**config.mk**
```make
export PLATFORM = sky130hd
export DESIGN_NAME = pose_motion_gate_hysteresis_core
export DESIGN_NICKNAME = d
export VERILOG_FILES = /design/src/rtl/core/pmg_pkg.sv /design/src/rtl/core/pmg_cfg.sv /design/src/rtl/core/pmg_dist.sv /design/src/rtl/core/pmg_gate.sv /design/src/rtl/core/pose_motion_gate_hysteresis_core.sv
export VERILOG_INCLUDE_DIRS = /design/src /design/src/rtl/core
export SDC_FILE = /design/constraint.sdc
export NUM_CORES = 2
export LEC_CHECK = 0
export ABC_AREA = 1
export BUFFER_PORTS_ARGS = -buffer_cell sky130_fd_sc_hd__buf_2
export CAP_MARGIN = 20
export CORE_ASPECT_RATIO = 0.6
export CORE_MARGIN = 1
export CORE_UTILIZATION = 55
export CTS_CLUSTER_SIZE = 28
export DETAILED_ROUTE_END_ITERATION = 7
export PLACE_DENSITY_LB_ADDON = 0.15
export SYNTH_ARGS = -nofsm -noshare
export SYNTH_HDL_FRONTEND = slang
export SYNTH_SLANG_ARGS = --single-unit
```
**constraint.sdc**
```tcl
create_clock -name clk -period 15.8 [get_ports clk]
set_clock_uncertainty 0.05 [all_clocks]
set_input_delay 3.16 -clock clk [delete_from_list [all_inputs] [get_ports clk]]
set_output_delay 3.16 -clock clk [all_outputs]
set_load 0.005 [all_outputs]
```
**src/rtl/core/pose_motion_gate_hysteresis_core_assert.svh**
```systemverilog
// Assertion helpers shared by the pose motion gate modules.
// Each macro expects clk and rst_n in the scope where it is used.
`ifndef POSE_MOTION_GATE_HYSTERESIS_CORE_ASSERT_SVH
`define POSE_MOTION_GATE_HYSTERESIS_CORE_ASSERT_SVH

// Same-cycle implication.
`define PMG_ASSERT_IMP(name, ante, cons, msg) \
  name: assert property (@(posedge clk) disable iff (!rst_n) (ante) |-> (cons)) \
    else $error(msg);

// Next-cycle implication.
`define PMG_ASSERT_NXT(name, ante, cons, msg) \
  name: assert property (@(posedge clk) disable iff (!rst_n) (ante) |=> (cons)) \
    else $error(msg);

`endif

```
**src/rtl/core/pmg_pkg.sv**
```systemverilog
`default_nettype none

package pmg_pkg;

  // Field widths
  localparam int ANGLE_W  = 16;
  localparam int GATE_W   = 16;
  localparam int SQ_W     = 2 * GATE_W;
  localparam int CNT_W    = 4;
  localparam int CFG_IDX_W = 3;
  localparam int MAG_W    = 15;             // |wrapped difference| <= 23040
  localparam int DIST_W   = 2 * MAG_W + 1;  // sum of three squares

  // Angle wrap limits, 1/128 degree units
  localparam logic signed [ANGLE_W:0] HALF_TURN = 17'sd23040;
  localparam logic signed [ANGLE_W:0] FULL_TURN = 17'sd46080;

  localparam logic [CNT_W-1:0] SETTLE_MAX = '1;

  // Register reset values
  localparam logic [GATE_W-1:0] JUMP_LIMIT_RST = 16'd1536;
  localparam logic [GATE_W-1:0] MOVE_GATE_RST  = 16'd64;
  localparam logic [GATE_W-1:0] STOP_GATE_RST  = 16'd26;
  localparam logic [CNT_W-1:0]  STOP_COUNT_RST = 4'd4;

  localparam logic [SQ_W-1:0] JUMP2_RST = SQ_W'(JUMP_LIMIT_RST) * SQ_W'(JUMP_LIMIT_RST);
  localparam logic [SQ_W-1:0] MOVE2_RST = SQ_W'(MOVE_GATE_RST) * SQ_W'(MOVE_GATE_RST);
  localparam logic [SQ_W-1:0] STOP2_RST = SQ_W'(STOP_GATE_RST) * SQ_W'(STOP_GATE_RST);

  typedef enum logic [CFG_IDX_W-1:0] {
    CFG_JUMP_LIMIT = 3'd0,
    CFG_MOVE_GATE  = 3'd1,
    CFG_STOP_GATE  = 3'd2,
    CFG_STOP_COUNT = 3'd3
  } cfg_idx_t;

  typedef logic signed [ANGLE_W-1:0] angle_t;

  // Thresholds as held for the datapath (squared)
  typedef struct packed {
    logic [SQ_W-1:0]  jump2;
    logic [SQ_W-1:0]  move2;
    logic [SQ_W-1:0]  stop2;
    logic [CNT_W-1:0] stop_count;
  } cfg_t;

  // Gate state after one transaction
  typedef struct packed {
    angle_t yaw;
    angle_t pitch;
    angle_t roll;
    logic   moving;
    logic   captured;
  } res_t;

endpackage

`default_nettype wire

```
**src/rtl/core/pmg_cfg.sv**
```systemverilog
`default_nettype none

module pmg_cfg (
  input  wire logic                           clk,
  input  wire logic                           rst_n,
  input  wire logic                           cfg_we,
  input  wire logic [pmg_pkg::CFG_IDX_W-1:0]  cfg_index,
  input  wire logic [pmg_pkg::GATE_W-1:0]     cfg_wdata,
  output pmg_pkg::cfg_t                       cfg
);
  import pmg_pkg::*;

  logic [SQ_W-1:0]  jump2_r, jump2_nxt;
  logic [SQ_W-1:0]  move2_r, move2_nxt;
  logic [SQ_W-1:0]  stop2_r, stop2_nxt;
  logic [CNT_W-1:0] stop_cnt_r, stop_cnt_nxt;
  logic [SQ_W-1:0]  wdata_sq;

  // Square the written threshold once, at write time
  assign wdata_sq = SQ_W'(cfg_wdata) * SQ_W'(cfg_wdata);

  // Decode the register write; unknown indexes are dropped
  always_comb begin
    jump2_nxt    = jump2_r;
    move2_nxt    = move2_r;
    stop2_nxt    = stop2_r;
    stop_cnt_nxt = stop_cnt_r;
    if (cfg_we) begin
      unique case (cfg_idx_t'(cfg_index))
        CFG_JUMP_LIMIT: jump2_nxt    = wdata_sq;
        CFG_MOVE_GATE:  move2_nxt    = wdata_sq;
        CFG_STOP_GATE:  stop2_nxt    = wdata_sq;
        CFG_STOP_COUNT: stop_cnt_nxt = cfg_wdata[CNT_W-1:0];
        default: ;
      endcase
    end
  end

  always_ff @(posedge clk) begin
    if (!rst_n) begin
      jump2_r    <= JUMP2_RST;
      move2_r    <= MOVE2_RST;
      stop2_r    <= STOP2_RST;
      stop_cnt_r <= STOP_COUNT_RST;
    end else begin
      jump2_r    <= jump2_nxt;
      move2_r    <= move2_nxt;
      stop2_r    <= stop2_nxt;
      stop_cnt_r <= stop_cnt_nxt;
    end
  end

  assign cfg.jump2      = jump2_r;
  assign cfg.move2      = move2_r;
  assign cfg.stop2      = stop2_r;
  assign cfg.stop_count = stop_cnt_r;

endmodule

`default_nettype wire

```
**src/rtl/core/pmg_dist.sv**
```systemverilog
`default_nettype none

module pmg_dist (
  input  wire pmg_pkg::angle_t            yaw,
  input  wire pmg_pkg::angle_t            pitch,
  input  wire pmg_pkg::angle_t            roll,
  input  wire pmg_pkg::angle_t            held_yaw,
  input  wire pmg_pkg::angle_t            held_pitch,
  input  wire pmg_pkg::angle_t            held_roll,
  output logic [pmg_pkg::DIST_W-1:0]      dist2
);
  import pmg_pkg::*;

  // Wrap a difference into +-half turn and return its magnitude.
  // The 17-bit difference is within one turn of the window, so one
  // correction step is enough.
  function automatic logic [MAG_W-1:0] wrap_mag(angle_t a, angle_t b);
    logic signed [ANGLE_W:0] d;
    logic signed [ANGLE_W:0] w;
    logic signed [ANGLE_W:0] m;
    d = {a[ANGLE_W-1], a} - {b[ANGLE_W-1], b};
    if (d > HALF_TURN)
      w = d - FULL_TURN;
    else if (d < -HALF_TURN)
      w = d + FULL_TURN;
    else
      w = d;
    m = w[ANGLE_W] ? -w : w;
    return m[MAG_W-1:0];
  endfunction

  logic [MAG_W-1:0]   mag_y, mag_p, mag_r;
  logic [2*MAG_W-1:0] sq_y, sq_p, sq_r;

  assign mag_y = wrap_mag(yaw,   held_yaw);
  assign mag_p = wrap_mag(pitch, held_pitch);
  assign mag_r = wrap_mag(roll,  held_roll);

  // Three independent squares
  assign sq_y = mag_y * mag_y;
  assign sq_p = mag_p * mag_p;
  assign sq_r = mag_r * mag_r;

  // Squared distance
  assign dist2 = DIST_W'(sq_y) + DIST_W'(sq_p) + DIST_W'(sq_r);

endmodule

`default_nettype wire

```
**src/rtl/core/pmg_gate.sv**
```systemverilog
`default_nettype none

`include "pose_motion_gate_hysteresis_core_assert.svh"

module pmg_gate (
  input  wire logic                       clk,
  input  wire logic                       rst_n,
  input  wire logic                       upd,
  input  wire logic                       in_ok,
  input  wire pmg_pkg::angle_t            in_yaw,
  input  wire pmg_pkg::angle_t            in_pitch,
  input  wire pmg_pkg::angle_t            in_roll,
  input  wire logic [pmg_pkg::DIST_W-1:0] dist2,
  input  wire pmg_pkg::cfg_t              cfg,
  output pmg_pkg::angle_t                 held_yaw,
  output pmg_pkg::angle_t                 held_pitch,
  output pmg_pkg::angle_t                 held_roll,
  output pmg_pkg::res_t                   res
);
  import pmg_pkg::*;

  angle_t           yaw_r, yaw_nxt;
  angle_t           pitch_r, pitch_nxt;
  angle_t           roll_r, roll_nxt;
  logic             captured_r, captured_nxt;
  logic             moving_r, moving_nxt;
  logic [CNT_W-1:0] settle_r, settle_nxt;
  logic [SQ_W-1:0]  dist_ext;
  logic             below_jump, above_move, below_stop;
  logic [CNT_W-1:0] settle_inc;

  assign dist_ext   = SQ_W'(dist2);
  assign below_jump = dist_ext < cfg.jump2;
  assign above_move = dist_ext > cfg.move2;
  assign below_stop = dist_ext < cfg.stop2;
  assign settle_inc = (settle_r == SETTLE_MAX) ? settle_r : settle_r + 1'b1;

  // Decide the next held pose and motion state
  always_comb begin
    yaw_nxt      = yaw_r;
    pitch_nxt    = pitch_r;
    roll_nxt     = roll_r;
    captured_nxt = captured_r;
    moving_nxt   = moving_r;
    settle_nxt   = settle_r;
    if (in_ok) begin
      priority if (!captured_r) begin
        // first valid pose is taken as it stands
        yaw_nxt      = in_yaw;
        pitch_nxt    = in_pitch;
        roll_nxt     = in_roll;
        captured_nxt = 1'b1;
      end else if (below_jump && above_move) begin
        // snap to the new pose and start moving
        yaw_nxt    = in_yaw;
        pitch_nxt  = in_pitch;
        roll_nxt   = in_roll;
        moving_nxt = 1'b1;
        settle_nxt = '0;
      end else if (below_jump && moving_r) begin
        // track while moving; count settling frames
        yaw_nxt   = in_yaw;
        pitch_nxt = in_pitch;
        roll_nxt  = in_roll;
        if (below_stop) begin
          settle_nxt = settle_inc;
          if (settle_inc >= cfg.stop_count) moving_nxt = 1'b0;
        end else begin
          settle_nxt = '0;
        end
      end else begin
        // outlier or at rest: hold
      end
    end
  end

  // Commit the state when the transaction advances
  always_ff @(posedge clk) begin
    if (!rst_n) begin
      yaw_r      <= '0;
      pitch_r    <= '0;
      roll_r     <= '0;
      captured_r <= 1'b0;
      moving_r   <= 1'b0;
      settle_r   <= '0;
    end else if (upd) begin
      yaw_r      <= yaw_nxt;
      pitch_r    <= pitch_nxt;
      roll_r     <= roll_nxt;
      captured_r <= captured_nxt;
      moving_r   <= moving_nxt;
      settle_r   <= settle_nxt;
    end
  end

  assign held_yaw   = yaw_r;
  assign held_pitch = pitch_r;
  assign held_roll  = roll_r;

  assign res.yaw      = yaw_nxt;
  assign res.pitch    = pitch_nxt;
  assign res.roll     = roll_nxt;
  assign res.moving   = moving_nxt;
  assign res.captured = captured_nxt;

  `PMG_ASSERT_IMP(a_moving_needs_capture, moving_r, captured_r,
    "moving set without a captured pose")
  `PMG_ASSERT_NXT(a_first_capture_keeps_motion, upd && in_ok && !captured_r,
    captured_r && (moving_r == $past(moving_r)) && (settle_r == $past(settle_r)),
    "first capture changed motion state")

endmodule

`default_nettype wire

```
**src/rtl/core/pose_motion_gate_hysteresis_core.sv**
```systemverilog
// Pose motion gate: holds a frozen yaw/pitch/roll pose (1/128 degree) with a
// dead zone, outlier rejection and stop hysteresis, and returns one result per
// input transaction (the held pose, moving flag and capture flag after that
// pose). A transaction is taken every cycle unless a held result is stalled;
// each passes the input register, then the result register. The
// rate is set by the combinational loop from the held-pose registers through
// the wrapped differences, three squares, the threshold compares and back to
// the held pose. Thresholds are squared when written through the configuration
// port, which should be written only while the block is idle.
`default_nettype none

`include "pose_motion_gate_hysteresis_core_assert.svh"

module pose_motion_gate_hysteresis_core (
  input  wire logic                          clk,
  input  wire logic                          rst_n,
  // configuration port
  input  wire logic                          cfg_we,
  input  wire logic [pmg_pkg::CFG_IDX_W-1:0] cfg_index,
  input  wire logic [pmg_pkg::GATE_W-1:0]    cfg_wdata,
  // input channel
  input  wire logic                          in_valid,
  output logic                               in_stall,
  input  wire logic                          in_pose_ok,
  input  wire pmg_pkg::angle_t               in_yaw_in,
  input  wire pmg_pkg::angle_t               in_pitch_in,
  input  wire pmg_pkg::angle_t               in_roll_in,
  // result channel
  output logic                               out_valid,
  input  wire logic                          out_stall,
  output pmg_pkg::angle_t                    out_yaw_out,
  output pmg_pkg::angle_t                    out_pitch_out,
  output pmg_pkg::angle_t                    out_roll_out,
  output logic                               out_moving_out,
  output logic                               out_held_valid
);
  import pmg_pkg::*;

  cfg_t              cfg;
  res_t              res;
  angle_t            held_yaw, held_pitch, held_roll;
  logic [DIST_W-1:0] dist2;

  logic   stg_vld_r, stg_vld_nxt;
  logic   stg_ok_r;
  angle_t stg_yaw_r, stg_pitch_r, stg_roll_r;
  logic   out_vld_r, out_vld_nxt;
  res_t   out_res_r;
  logic   in_acc, adv;

  // Advance when the result register is free or being drained
  assign adv      = stg_vld_r && (!out_vld_r || !out_stall);
  assign in_stall = stg_vld_r && !adv;
  assign in_acc   = in_valid && !in_stall;

  assign stg_vld_nxt = in_acc ? 1'b1 : (adv ? 1'b0 : stg_vld_r);
  assign out_vld_nxt = adv ? 1'b1 : (out_vld_r && out_stall);

  always_ff @(posedge clk) begin
    if (!rst_n) begin
      stg_vld_r <= 1'b0;
      out_vld_r <= 1'b0;
    end else begin
      stg_vld_r <= stg_vld_nxt;
      out_vld_r <= out_vld_nxt;
    end
  end

  // Capture the input transaction
  always_ff @(posedge clk) begin
    if (in_acc) begin
      stg_ok_r    <= in_pose_ok;
      stg_yaw_r   <= in_yaw_in;
      stg_pitch_r <= in_pitch_in;
      stg_roll_r  <= in_roll_in;
    end
  end

  // Load the result register
  always_ff @(posedge clk) begin
    if (adv) out_res_r <= res;
  end

  pmg_cfg u_cfg (
    .clk       (clk),
    .rst_n     (rst_n),
    .cfg_we    (cfg_we),
    .cfg_index (cfg_index),
    .cfg_wdata (cfg_wdata),
    .cfg       (cfg)
  );

  pmg_dist u_dist (
    .yaw        (stg_yaw_r),
    .pitch      (stg_pitch_r),
    .roll       (stg_roll_r),
    .held_yaw   (held_yaw),
    .held_pitch (held_pitch),
    .held_roll  (held_roll),
    .dist2      (dist2)
  );

  pmg_gate u_gate (
    .clk        (clk),
    .rst_n      (rst_n),
    .upd        (adv),
    .in_ok      (stg_ok_r),
    .in_yaw     (stg_yaw_r),
    .in_pitch   (stg_pitch_r),
    .in_roll    (stg_roll_r),
    .dist2      (dist2),
    .cfg        (cfg),
    .held_yaw   (held_yaw),
    .held_pitch (held_pitch),
    .held_roll  (held_roll),
    .res        (res)
  );

  assign out_valid      = out_vld_r;
  assign out_yaw_out    = out_res_r.yaw;
  assign out_pitch_out  = out_res_r.pitch;
  assign out_roll_out   = out_res_r.roll;
  assign out_moving_out = out_res_r.moving;
  assign out_held_valid = out_res_r.captured;

  `PMG_ASSERT_IMP(a_no_result_overwrite, out_vld_r && out_stall, !adv,
    "waiting result overwritten")
  `PMG_ASSERT_NXT(a_advance_delivers, adv, out_vld_r,
    "advanced transaction did not reach the result register")

endmodule

`default_nettype wire

```
==> qor.yml <==
cells_and_area:
  layout-drive-gt1-share_pct: 5.75
  area_growth_pct: 6.27
  nets: 6709
  multi_input_area_um2: 31000
  final-seq-area_um2: 6040
  fillerInstances: 7168
  final_cells: 6535
setup_path:
  r2r-start: "stg_pitch_r[0]"
  cp_common_cell: "fa_1"
  r2r_cells: 61
  setup.worst_path.start_class: "register"
  arrival_ns: 15.16
  r2r_slack_ns: 1.14
  slowest_delay_ns: 0.71
  crit_path_end_kind: "register"
  path_max_fanout: 48
  r2r_end: "u_gate.held_roll[7]"
  crit_type: "register to register"
  crit_required_ns: 16.30
  cp_slowest_cell: "fa_1"
logic_synthesis:
  syn_area_per_cell_um2: 8.04
  synth_top_cell_area_share_pct: 31.9
  synth_edf_count: 99
  ys_dominant_reg_cell: "dfxtp_1"
  synth_seq_cells: 252
  synthCells: 5383
  synthTopCellsByArea: "fa_1 32%, ha_1 14%, inv_1 13%, nand2_1 7.8%, dfxtp_1 7.1%"
  synth.largest_area_cell: "fa_1"
  ys_warn_count: 0
  synth_nets: 6630
  ys_seq_area_share_pct: 13.9
  ys_async_sr_fraction_pct: 0
  synthesis.area_um2: 43300
  ys_types: 57
timing:
  tightest_slew_ns: 1.17
  rsz0062_at_grt: "no"
  period_needed_ns: 14.66
  hold_viol_final: 0
  fmax_mhz: 68.2
  setup_viol: 0
  finalCritPeriodShare_pct: 92.8
  finalSetupTns_ns: 0
  maxSlewViolCount: 0
  slew_headroom_pct: 21.6
run_status:
  outcome: "completed"
floorplan:
  rows: 79
  chipHeight_um: 219
  start_util_pct: 55.7
  fp.coreArea_um2: 77700
  die-area_um2: 79800
  boundaryPins: 125
  dieWidth_um: 364
clocking:
  cts_tree: "done"
  ctsResizeCount: 0
  cts_buffers: 26
  clock-sinks: 252
  clk_latency_ns: 0.60
  post_cts_buffers: 0
  path_clk_slew_ns: 0.07
  cts-root-buf: "clkbuf_16"
  holdBufCountCts: 0
  ctsLongestPathBuffers: 3
  cts_max_level: 1
routing:
  drt-initial-drc-count: 2674
  met3_length_mm: 13.1
  drt-total-wl_mm: 113
  routed.top_layer: "met5"
  viasPerCell: 5.21
  wl_met2_mm: 45.8
  drc: 0
  drt-pass1-iter-count: 6
  wl_met1_mm: 53.4
  routedWlPerCell_um: 17.4
  dr_total_vias: 34000
  ant_nets: 0
worst_hold_path:
  holdCritStartpoint: "u_cfg.jump2_r[3]"
  hold-path-endpoint: "u_cfg.jump2_r[3]"
  min_path_type: "register to register"
  whs_path_depth: 2
grt:
  antenna_found_initial: 6
  grt_use_total_pct: 29.5
  grt_pass1_wl_mm: 184
  grt_pass1_vias: 33800
  grt_max_degree: 97
  grt_overflow: 0
place:
  gp_congestion: 0.961
  hpwlAfterDp_mm: 96.9
  portBuffers: 124
  dp_cells: 6485
flow_run:
  maxCapViolCount: 0
[placed cells by master, fill, tap and decap left out, types with 46 or more instances in the layout]
| cell | Yosys | routed |
|---|---|---|
| fa_1 | 690 | 690 |
| nand2_1 | 896 | 894 |
| o21ai_0 | 148 | 146 |
| buf_2 | 13 | 124 |
| a21oi_1 | 293 | 293 |
| buf_4 | 12 | 46 |
| xor2_1 | 72 | 72 |
| inv_1 | 1495 | 1494 |
| dfxtp_1 | 153 | 153 |
| nand3_1 | 242 | 241 |
| edfxtp_1 | 99 | 99 |
| nor2_1 | 359 | 359 |
| ha_1 | 484 | 484 |
[state kept, by name, summed over array words and instances (netlist names)]
| name | cells |
|---|---|
| u_cfg.jump2_r | 31 |
| u_cfg.move2_r | 31 |
| u_cfg.stop2_r | 31 |
| out_pitch_out | 16 |
| out_roll_out | 16 |
| out_yaw_out | 16 |
| stg_pitch_r | 16 |
| stg_roll_r | 16 |
| stg_yaw_r | 16 |
| u_gate.held_pitch | 16 |
| u_gate.held_roll | 16 |
| u_gate.held_yaw | 16 |
| u_cfg.stop_cnt_r | 4 |
| u_gate.settle_r | 4 |
| out_held_valid | 1 |
| out_moving_out | 1 |
| out_valid | 1 |
| stg_ok_r | 1 |
| stg_vld_r | 1 |
| u_gate.captured_r | 1 |
| u_gate.moving_r | 1 |
[worst max-delay path: cells and delay by family (launching register included)]
kind | cells | cell delay (ns)
flip-flops | 1 | 0.39
XOR/XNOR | 1 | 0.25
AND/OR/NAND/NOR | 21 | 3.19
adder cells (fa/ha/maj) | 14 | 6.16
AO/OA/AOI/OAI | 15 | 3.10
buffers and inverters | 10 | 1.37
[stage by stage]
| stage | setup WS, ns | util [%] | hold WS [ns] | cell area (um^2) |
|---|---|---|---|---|
| finish | 1.14 | 59.2 | 0.414 | 46000 |
| CTS | 1.20 | 59.1 | 0.414 | 45900 |
| detailed placement | 1.23 | 58.0 | 0.405 | 45100 |
| global route | 0.0544 | 59.2 | 0.443 | 46000 |
| floorplan | 3.49 | - | 0.385 | 43300 |
| global placement | 1.50 | 58.0 | 0.401 | 45100 |
[layout make-up]
class / count / share of cell area (%)
clock buffer: 36 / 1.61
timing repair buffer: 173 / 2.22
antenna: 1 / 0.00544
multi-input combinational: 3489 / 67.5
inverter: 1520 / 12.4
clock inverter: 11 / 0.264
sequential: 252 / 13.1
tap: 1053 / 2.86
[Yosys cell counts, types with 6 or more instances]
master       n
inv_2       21
xnor2_1     39
edfxtp_1    99
a21oi_1    293
buf_4       12
xor2_2      11
o21a_1       7
ha_1       484
inv_1     1495
nand3_1    242
nand2_2     19
buf_2       13
dfxtp_1    153
fa_1       690
nor3_1      25
o211ai_1    26
buf_1       11
xor2_1      72
nand3b_1     8
nand2_1    896
a21o_1      10
or2_2       13
nand3_2      6
o21ai_0    148
o21ai_1      7
clkbuf_1    85
a211oi_1     6
nor2_1     359
o21bai_1    23
a21boi_0     6
nand4_1     45
[worst max path at each step]
stage | from | endpoint | depth (start not counted)
after floorplan | stg_yaw_r[0] | u_gate.held_pitch[1] | 68
after global placement | stg_pitch_r[0] | u_gate.held_roll[0] | 63
after detailed placement | stg_pitch_r[0] | u_gate.held_yaw[13] | 61
after CTS | stg_pitch_r[0] | u_gate.held_yaw[13] | 61
after global routing | stg_yaw_r[0] | u_gate.held_yaw[7] | 66
final | stg_pitch_r[0] | u_gate.held_roll[7] | 61
[kinds of logic after synthesis]
group                      share of synthesized area, %
adders and majority gates                          45.9
DFF                                                13.9
AOI/OAI and AO/OA                                  6.97
xor gates and xnor gates                           2.94
buffers and inverters                              14.4
and+or+nand+nor                                    15.8
[per-layer routing]
layer	track usage, %	vias up
li1	-	16400
met1	44.7	16300
met4	2.83	10
met3	9.51	90
met5	0	-
met2	42.3	1273
Power is not shown: default switching activity piles up to over one toggle a cycle in this logic, so the estimate is an artifact.
